## src/rtl/rmq_pkg.sv

```systemverilog
// ----------------------------------------------------------------------------
// rmq_pkg
// Shared types, widths and step functions for the rotation matrix to
// quaternion pipeline.
// ----------------------------------------------------------------------------
package rmq_pkg;

  localparam int unsigned QW          = 16;  // Q1.14 field width
  localparam int unsigned DW          = 17;  // off-diagonal pair width
  localparam int unsigned RAD_W       = 31;  // root argument in Q28
  localparam int unsigned RES_W       = 32;  // square root working register
  localparam int unsigned ROOT_W      = 16;  // final root
  localparam int unsigned NUM_W       = 30;  // dividend width
  localparam int unsigned SQRT_STEPS  = 16;
  localparam int unsigned DIV_STEPS   = 16;
  localparam int unsigned STEPS_PER_STAGE = 2;
  localparam int unsigned SQRT_STAGES = SQRT_STEPS / STEPS_PER_STAGE;
  localparam int unsigned DIV_STAGES  = DIV_STEPS / STEPS_PER_STAGE;
  localparam int unsigned SETUP_STAGE = 1 + SQRT_STAGES;
  localparam int unsigned NUM_STAGES  = 2 + SQRT_STAGES + DIV_STAGES;

  localparam logic [1:0] SEL_W = 2'd0;
  localparam logic [1:0] SEL_X = 2'd1;
  localparam logic [1:0] SEL_Y = 2'd2;
  localparam logic [1:0] SEL_Z = 2'd3;

  typedef struct packed {
    logic [1:0]                 which;
    logic [3:0][DW-1:0]         d;
    logic [RAD_W-1:0]           rad;
    logic [RES_W-1:0]           res;
    logic [ROOT_W-1:0]          root;
    logic [QW-1:0]              chosen;
    logic [3:0][NUM_W-1:0]      rem;
    logic [3:0][QW-1:0]         quo;
    logic [3:0]                 ovf;
  } stage_t;

  // One digit pair of the bitwise square root.
  function automatic stage_t sqrt_step(stage_t s, int unsigned i);
    stage_t          r;
    logic [RES_W-1:0] bitv;
    logic [RES_W-1:0] trial;
    r     = s;
    bitv  = RES_W'(1) << (2 * i);
    trial = r.res + bitv;
    if ({1'b0, r.rad} >= trial) begin
      r.rad = r.rad - trial[RAD_W-1:0];
      r.res = (r.res >> 1) + bitv;
    end else begin
      r.res = r.res >> 1;
    end
    return r;
  endfunction

  // Forms the rounded dividends and the overflow flags once the root is known.
  function automatic stage_t div_setup(stage_t s);
    stage_t          r;
    logic [DW-1:0]   mag;
    logic [ROOT_W:0] rp1;
    r      = s;
    r.root = s.res[ROOT_W-1:0];
    rp1    = {1'b0, r.root} + (ROOT_W+1)'(1);
    r.chosen = rp1[ROOT_W:1];
    for (int k = 0; k < 4; k++) begin
      mag = s.d[k][DW-1] ? (~s.d[k] + DW'(1)) : s.d[k];
      r.rem[k] = {mag, 13'b0} + NUM_W'(r.root >> 1);
      r.ovf[k] = {2'b0, r.rem[k]} >= {r.root, 16'b0};
      r.quo[k] = '0;
    end
    return r;
  endfunction

  // One restoring division step on all four lanes.
  function automatic stage_t div_step(stage_t s, int unsigned j);
    stage_t      r;
    logic [31:0] dv;
    r  = s;
    dv = {16'b0, s.root} << j;
    for (int k = 0; k < 4; k++) begin
      if ({2'b0, r.rem[k]} >= dv) begin
        r.rem[k]    = r.rem[k] - dv[NUM_W-1:0];
        r.quo[k][j] = 1'b1;
      end
    end
    return r;
  endfunction

endpackage

```

## src/rtl/rmq_front.sv

```systemverilog
// ----------------------------------------------------------------------------
// rmq_front
// Branch selection, root argument and off-diagonal pair values.
// ----------------------------------------------------------------------------
module rmq_front
  import rmq_pkg::*;
(
  input  logic signed [15:0] m00_i,
  input  logic signed [15:0] m01_i,
  input  logic signed [15:0] m02_i,
  input  logic signed [15:0] m10_i,
  input  logic signed [15:0] m11_i,
  input  logic signed [15:0] m12_i,
  input  logic signed [15:0] m20_i,
  input  logic signed [15:0] m21_i,
  input  logic signed [15:0] m22_i,
  output stage_t             stage_o
);

  logic signed [17:0] a00, a11, a22, trace, arg;
  logic signed [16:0] add01, add02, add12, sub21, sub02, sub10;
  logic [16:0]        arg_c;

  assign a00   = 18'(m00_i);
  assign a11   = 18'(m11_i);
  assign a22   = 18'(m22_i);
  assign trace = a00 + a11 + a22;

  assign add01 = 17'(m01_i) + 17'(m10_i);
  assign add02 = 17'(m02_i) + 17'(m20_i);
  assign add12 = 17'(m12_i) + 17'(m21_i);
  assign sub21 = 17'(m21_i) - 17'(m12_i);
  assign sub02 = 17'(m02_i) - 17'(m20_i);
  assign sub10 = 17'(m10_i) - 17'(m01_i);

  always_comb begin
    stage_o = '0;
    if (trace > 0) begin
      stage_o.which = SEL_W;
      arg = 18'sd16384 + trace;
      stage_o.d[1] = sub21;
      stage_o.d[2] = sub02;
      stage_o.d[3] = sub10;
    end else if (m00_i > m11_i && m00_i > m22_i) begin
      stage_o.which = SEL_X;
      arg = 18'sd16384 + a00 - a11 - a22;
      stage_o.d[0] = sub21;
      stage_o.d[2] = add01;
      stage_o.d[3] = add02;
    end else if (m11_i > m22_i) begin
      stage_o.which = SEL_Y;
      arg = 18'sd16384 + a11 - a00 - a22;
      stage_o.d[0] = sub02;
      stage_o.d[1] = add01;
      stage_o.d[3] = add12;
    end else begin
      stage_o.which = SEL_Z;
      arg = 18'sd16384 + a22 - a00 - a11;
      stage_o.d[0] = sub10;
      stage_o.d[1] = add02;
      stage_o.d[2] = add12;
    end
    // A matrix that is not a rotation can drive the argument to zero or below.
    arg_c = (arg <= 0) ? 17'd1 : arg[16:0];
    stage_o.rad = {arg_c, 14'b0};
  end

endmodule

```

## config.mk

```make
export PLATFORM = sky130hd
export DESIGN_NAME = rmq_front
export DESIGN_NICKNAME = d
export VERILOG_FILES = /design/src/rtl/rmq_pkg.sv /design/src/rtl/rmq_front.sv
export SDC_FILE = /design/constraint.sdc
export NUM_CORES = 1
export LEC_CHECK = 0
export BUFFER_PORTS_ARGS = -buffer_cell sky130_fd_sc_hd__buf_2
export CORE_AREA = 3 3 191 193
export DETAILED_ROUTE_END_ITERATION = 6
export DIE_AREA = 0 0 194 196
export PLACE_DENSITY_LB_ADDON = 0.3
export SLEW_MARGIN = 20
export SYNTH_ARGS = -nofsm -noshare
export SYNTH_HDL_FRONTEND = slang
export SYNTH_SLANG_ARGS = --single-unit
```

## constraint.sdc

```tcl
create_clock -name vclk -period 6.1
set_clock_uncertainty 0.2 [all_clocks]
set_input_delay 0.305 -clock vclk [all_inputs]
set_output_delay 0.305 -clock vclk [all_outputs]
set_load 0.005 [all_outputs]
```

==> results.cfg, run 1 <==
[detailed_routing]
detail_route.wl_per_cell_um = 17.9
drtPass1Iterations = 6
vias_per_cell = 5.21
vias = 14100
drc = 0
drt_iter0_drc = 832
ant_nets = 0
wl_mm = 48.4

[clocking]
cts.repair.resized = 0
cts-hold-fix-buffers = 0
post_cts.repair.setup_buffers = 0

[floorplan]
ioPinCount = 497
die_h_um = 196
num_rows = 68
die_area_um2 = 38000
die_w_um = 194
initial_core_util_pct = 43.9
core_area_um2 = 34700

[power_and_ir_drop]
ir_drop_v = 0.0000821
combPwrFrac_pct = 100.0
pwr-share-clk_pct = 0
leakagePower_nw = 8.26
internal-power_w = 0.00119
power_density_nw_per_um2 = 191
p_sw_share_pct = 60.6
p_switching_w = 0.00184
power_frac_seq_pct = 0
power_w = 0.00303

[grt]
grt_busiest_layer = met2
grt_overflow_total = 0
grt_pass1_vias = 13800
antenna_found_initial = 5
gr-usage-met2_pct = 43.7
grt_max_degree = 57
grt_usage_pct = 23.6
grt_pass1_wl_mm = 73.9
met3_usage_pct = 2.39
grt_util_met1_pct = 29.6

[sta]
slew_headroom_pct = 38.7
hold_ws_ns = 0.906
grt_setup_unrepaired = false
period_needed_ns = 5.68
worst_slew_pin_slew_ns = 0.896
fmax_ghz = 0.176
drv_slew = 0
final.period_utilization_pct = 93.1
finalSetupViolations = 0
tns_ns = 0
finalHoldViolCount = 0

[yosys]
ys_top_cells_by_count = 293 x ha_1, 267 x buf_4, 203 x inv_1, 167 x nor2_1, 153 x nand2_1
ys_warn_count = 0
syn_area_per_cell_um2 = 7.38
ys_types = 83
syn_area_um2 = 15200
yosysTopAreaCell = ha_1
synth_top_area_share_pct = 24.1
synth_most_common_cell = ha_1
ys_seq_area_share_pct = 0
syn_inst = 2065
synth_area_leaders = ha_1 24%, buf_4 13%, fa_1 9.7%, xnor2_1 5.3%, inv_1 5.0%

[worst_setup_path]
path_max_fanout = 25
crit_buf_inv = 7
endpoint_kind = output pin
slowest_delay_ns = 0.65
path_delay_family = compound AO/OA/AOI/OAI gates
cp.required_ns = 5.59
crit_type = input pin to output pin
crit_path_top_delay_cell = o41a_2
crit_arrival_ns = 5.17
crit_chain = buf_2 > inv_1 > fa_1 > inv_1 > ha_1 > a211oi_1 > o221ai_1 > a211oi_1 > o311ai_0 > a21oi_1 > xnor2_1 > inv_1 > ha_1 > inv_1 > o41a_2 > buf_4 > a311oi_1 > buf_2
start_kind = input pin
cp_common_cell = inv_1

[status]
status = complete, no violations

[final_layout]
multiInputGateArea_um2 = 13200
instances_no_fill = 2702
seq_area_um2 = 0
fill_cells = 3618
fin_nets = 2758
nClkBuffers = 0
areaGrowthSynthToFinish_pct = 4.11
seq_cell_count = 0
drive_above_1_share_pct = 12.5

[worst_hold_path]
hold_class = input pin to output pin

[placed_design]
finalWeightedCongestion = 0.911
hpwl_mm = 42.3
placed_cells = 2700
io_buffers = 231

[flow_run]
cap_violations = 0
## cells in the final DEF, fill, tap and decap left out, drive strengths merged, types with 10 or more instances in the layout
cell type  synthesis  routed
ha               293     293
conb               1     266
buf              295     252
inv              203     203
nor2             169     169
nand2            153     153
a21oi            131     131
xnor2             92      92
fa                74      74
o21ai             72      72
nor3              51      51
nand3             44      44
xor2              37      37
a21o              30      30
a31oi             26      26
nand2b            26      26
o221ai            24      24
nor2b             24      24
o21a              23      23
a211oi            21      21
o211ai            16      16
o21bai            15      15
or3               15      15
a311oi            13      13
nor4              12      12
o31ai             10      10
mux2i             10      10
## per-layer routing
metal	routed length (um)	vias to the layer above
li1	-	6876
met1	19700	6625
met2	24600	505
met3	2830	76
met4	1200	8
met5	47	-
## power by group through the flow
stage / Clock, W / Combinational, W / Sequential, W
floorplan: 0 / 0.00210 / 0
global placement: 0 / 0.00298 / 0
detailed placement: 0 / 0.00299 / 0
CTS: 0 / 0.00301 / 0
global route: 0.0000000000220 / 0.00334 / 0
finish: 0.0000000000439 / 0.00303 / 0
## metrics by stage
step / utilization (%) / area, um^2 / worst slack [ns]
after floorplan: - / 16200 / 1.71
after CTS: 45.7 / 15900 / 0.444
after global routing: 45.7 / 15900 / 0.110
final: 45.7 / 15900 / 0.420
after detailed placement: 45.7 / 15900 / 0.461
after global placement: 45.7 / 15900 / 0.567
## logic make-up after synthesis
kind of cell               after synthesis  synth area share, %
AOI/OAI and AO/OA                      470                 20.9
xor gates and xnor gates               129                 7.42
adders and majority gates              367                 33.8
buffers and inverters                  540                 20.0
muxes                                   12                0.887
other                                    1               0.0246
and+or+nand+nor                        546                 17.0
## path summary, 6_finish.rpt
path | slack (ns) | to | depth (start not counted) | start
max | 0.42 | stage_o[292] | 18 | m00_i[3]
min | 0.91 | stage_o[300] | 4 | m12_i[0]
## layout make-up
| class | instances | share of cell area, % |
|---|---|---|
| multi-input combinational | 1790 | 83.2 |
| timing repair buffer | 252 | 8.36 |
| inverter | 203 | 4.80 |
| tap | 455 | 3.59 |
| antenna | 2 | 0.0316 |
Note: power is estimated with default switching activity, not from simulation.
==> inputs of run 2 (changes only) <==
--- a/config.mk
+++ b/config.mk
@@ -7,7 +7,7 @@
 export LEC_CHECK = 0
 export BUFFER_PORTS_ARGS = -buffer_cell sky130_fd_sc_hd__buf_2
-export CORE_AREA = 3 3 191 193
+export CORE_AREA = 4 4 192 194
 export DETAILED_ROUTE_END_ITERATION = 6
-export DIE_AREA = 0 0 194 196
+export DIE_AREA = 0 0 196 198
 export PLACE_DENSITY_LB_ADDON = 0.3
 export SLEW_MARGIN = 20
==> constraint.sdc (replaced) <==
create_clock -name vclk -period 6.1
set_clock_uncertainty 0.2 [all_clocks]
set_input_delay 0.305 -clock vclk [all_inputs]
set_output_delay 0.305 -clock vclk [all_outputs]
set_load 0.01 [all_outputs]
==> results.cfg, run 2 (synthesis gave the netlist of run 1 again) <==
[clocking]
cts.repair.resized = 0
post_cts.repair.setup_buffers = 0
cts-hold-fix-buffers = 0

[grt]
grt_max_degree = 82
grt_pass1_wl_mm = 73.5
antenna_found_initial = 5
grt_pass1_vias = 13700
grt_usage_pct = 23.2
grt_overflow_total = 0

[placed_design]
io_buffers = 231
placedInstanceArea_um2 = 15900
dp_slack_ns = 0.600
hpwl_mm = 42.9
finalWeightedCongestion = 0.918

[power_and_ir_drop]
power_density_nw_per_um2 = 201
leakagePower_nw = 8.26
ir_drop_v = 0.0000959

[worst_setup_path]
crit_path_top_delay_cell = fa_1
path_max_fanout = 25
cp.required_ns = 5.59
crit_arrival_ns = 5.04
crit_chain = buf_2 > inv_1 > fa_1 > inv_1 > ha_1 > a211oi_1 > o221ai_1 > a211oi_1 > o311ai_0 > a21oi_1 > xnor2_1 > inv_1 > ha_1 > inv_1 > o41a_2 > buf_4 > nor4_1 > nand4_1 > nand2_1 > buf_2
crit_buf_inv = 7
slowest_delay_ns = 0.57
endpoint_kind = output pin
start_kind = input pin
cp_common_cell = inv_1
crit_type = input pin to output pin
path_delay_family = compound AO/OA/AOI/OAI gates

[sta]
final.period_utilization_pct = 90.8
worst_slew_pin_slew_ns = 0.853
fmax_ghz = 0.180
grt_setup_unrepaired = false
finalHoldViolCount = 0
finalSetupViolations = 0
tns_ns = 0
setup_ws_ns = 0.560
drv_slew = 0
hold_ws_ns = 0.907
slew_headroom_pct = 43.0
period_needed_ns = 5.54

[floorplan]
core_area_um2 = 35200
initial_core_util_pct = 43.3
die_area_um2 = 38800
num_rows = 69
ioPinCount = 497
die_w_um = 196
die_h_um = 198

[status]
status = complete, no violations

[detailed_routing]
vias = 14100
dr.max_layer_used = met5
drt_iter0_drc = 745
ant_nets = 0
dr_wl_met3_mm = 2.85
vias_per_cell = 5.20
met1_length_mm = 20.1
wl_mm = 48.8
detail_route.wl_per_cell_um = 18.1
drtPass1Iterations = 5
drc = 0
met2_length_mm = 24.5

[final_layout]
fill_cells = 3739
areaGrowthSynthToFinish_pct = 4.16
fin_nets = 2757
seq_cell_count = 0
stdcell_area_um2 = 15900
seq_area_um2 = 0
layout_commonest_cell = ha_1
antenna_cells = 0
mostFrequentLayoutCells = 293 x ha_1, 266 x conb_1, 231 x buf_2
drive_above_1_share_pct = 12.4
nClkBuffers = 0

[worst_hold_path]
hold_end = stage_o[300]
hp-start = m12_i[0]
hold_class = input pin to output pin
min_path_cells = 4

[flow_run]
cap_violations = 0
==> run 2: changes by cell type in the layout (fill, tap and decap cells not counted) <==
cell	change
buf_4	-2
diode_2	-2
buf_12	+1
==> run 2: layer usage <==
metal | vias up | GRT usage [%]
li1 | 6869 | -
met4 | 8 | 5.46
met3 | 74 | 2.26
met5 | - | 0
met1 | 6637 | 29.3
met2 | 491 | 42.7
==> run 2: final cells by class <==
cell class	instances	area, um^2	area share [%]
inverter	203	762	4.80
multi-input combinational	1790	13200	83.2
timing repair buffer	251	1330	8.39
tap	461	577	3.63
==> run 2: worst max path at each step <==
stage | from | endpoint | slack, ns | cells after the start
final | m00_i[3] | stage_o[266] | 0.56 | 20
after global routing | m00_i[3] | stage_o[266] | 0.13 | 20
after CTS | m00_i[3] | stage_o[266] | 0.57 | 20
after detailed placement | m00_i[3] | stage_o[266] | 0.60 | 20
after global placement | m00_i[3] | stage_o[266] | 0.63 | 20
after floorplan | m00_i[2] | stage_o[285] | 1.60 | 16
==> run 2: per-stage QoR <==
stage	total power (W)	instances	utilization, %
floorplan	0.00224	2330	-
global placement	0.00315	2705	45.1
detailed placement	0.00315	2705	45.1
CTS	0.00317	2705	45.1
global route	0.00349	2705	45.1
finish	0.00319	2705	45.1
==> run 2: power by group <==
| group | leakage (nW) | switching (W) | internal, W | total (W) |
|---|---|---|---|---|
| clock | 0 | 0 | 0 | 0 |
| combinational | 8.26 | 0.00199 | 0.00120 | 0.00319 |
| sequential | 0 | 0 | 0 | 0 |
==> run 2: worst min-delay path, stage by stage <==
cell	delay, ns
buf_2	0.09
ha_1	0.17
o21ai_0	0.09
buf_2	0.14
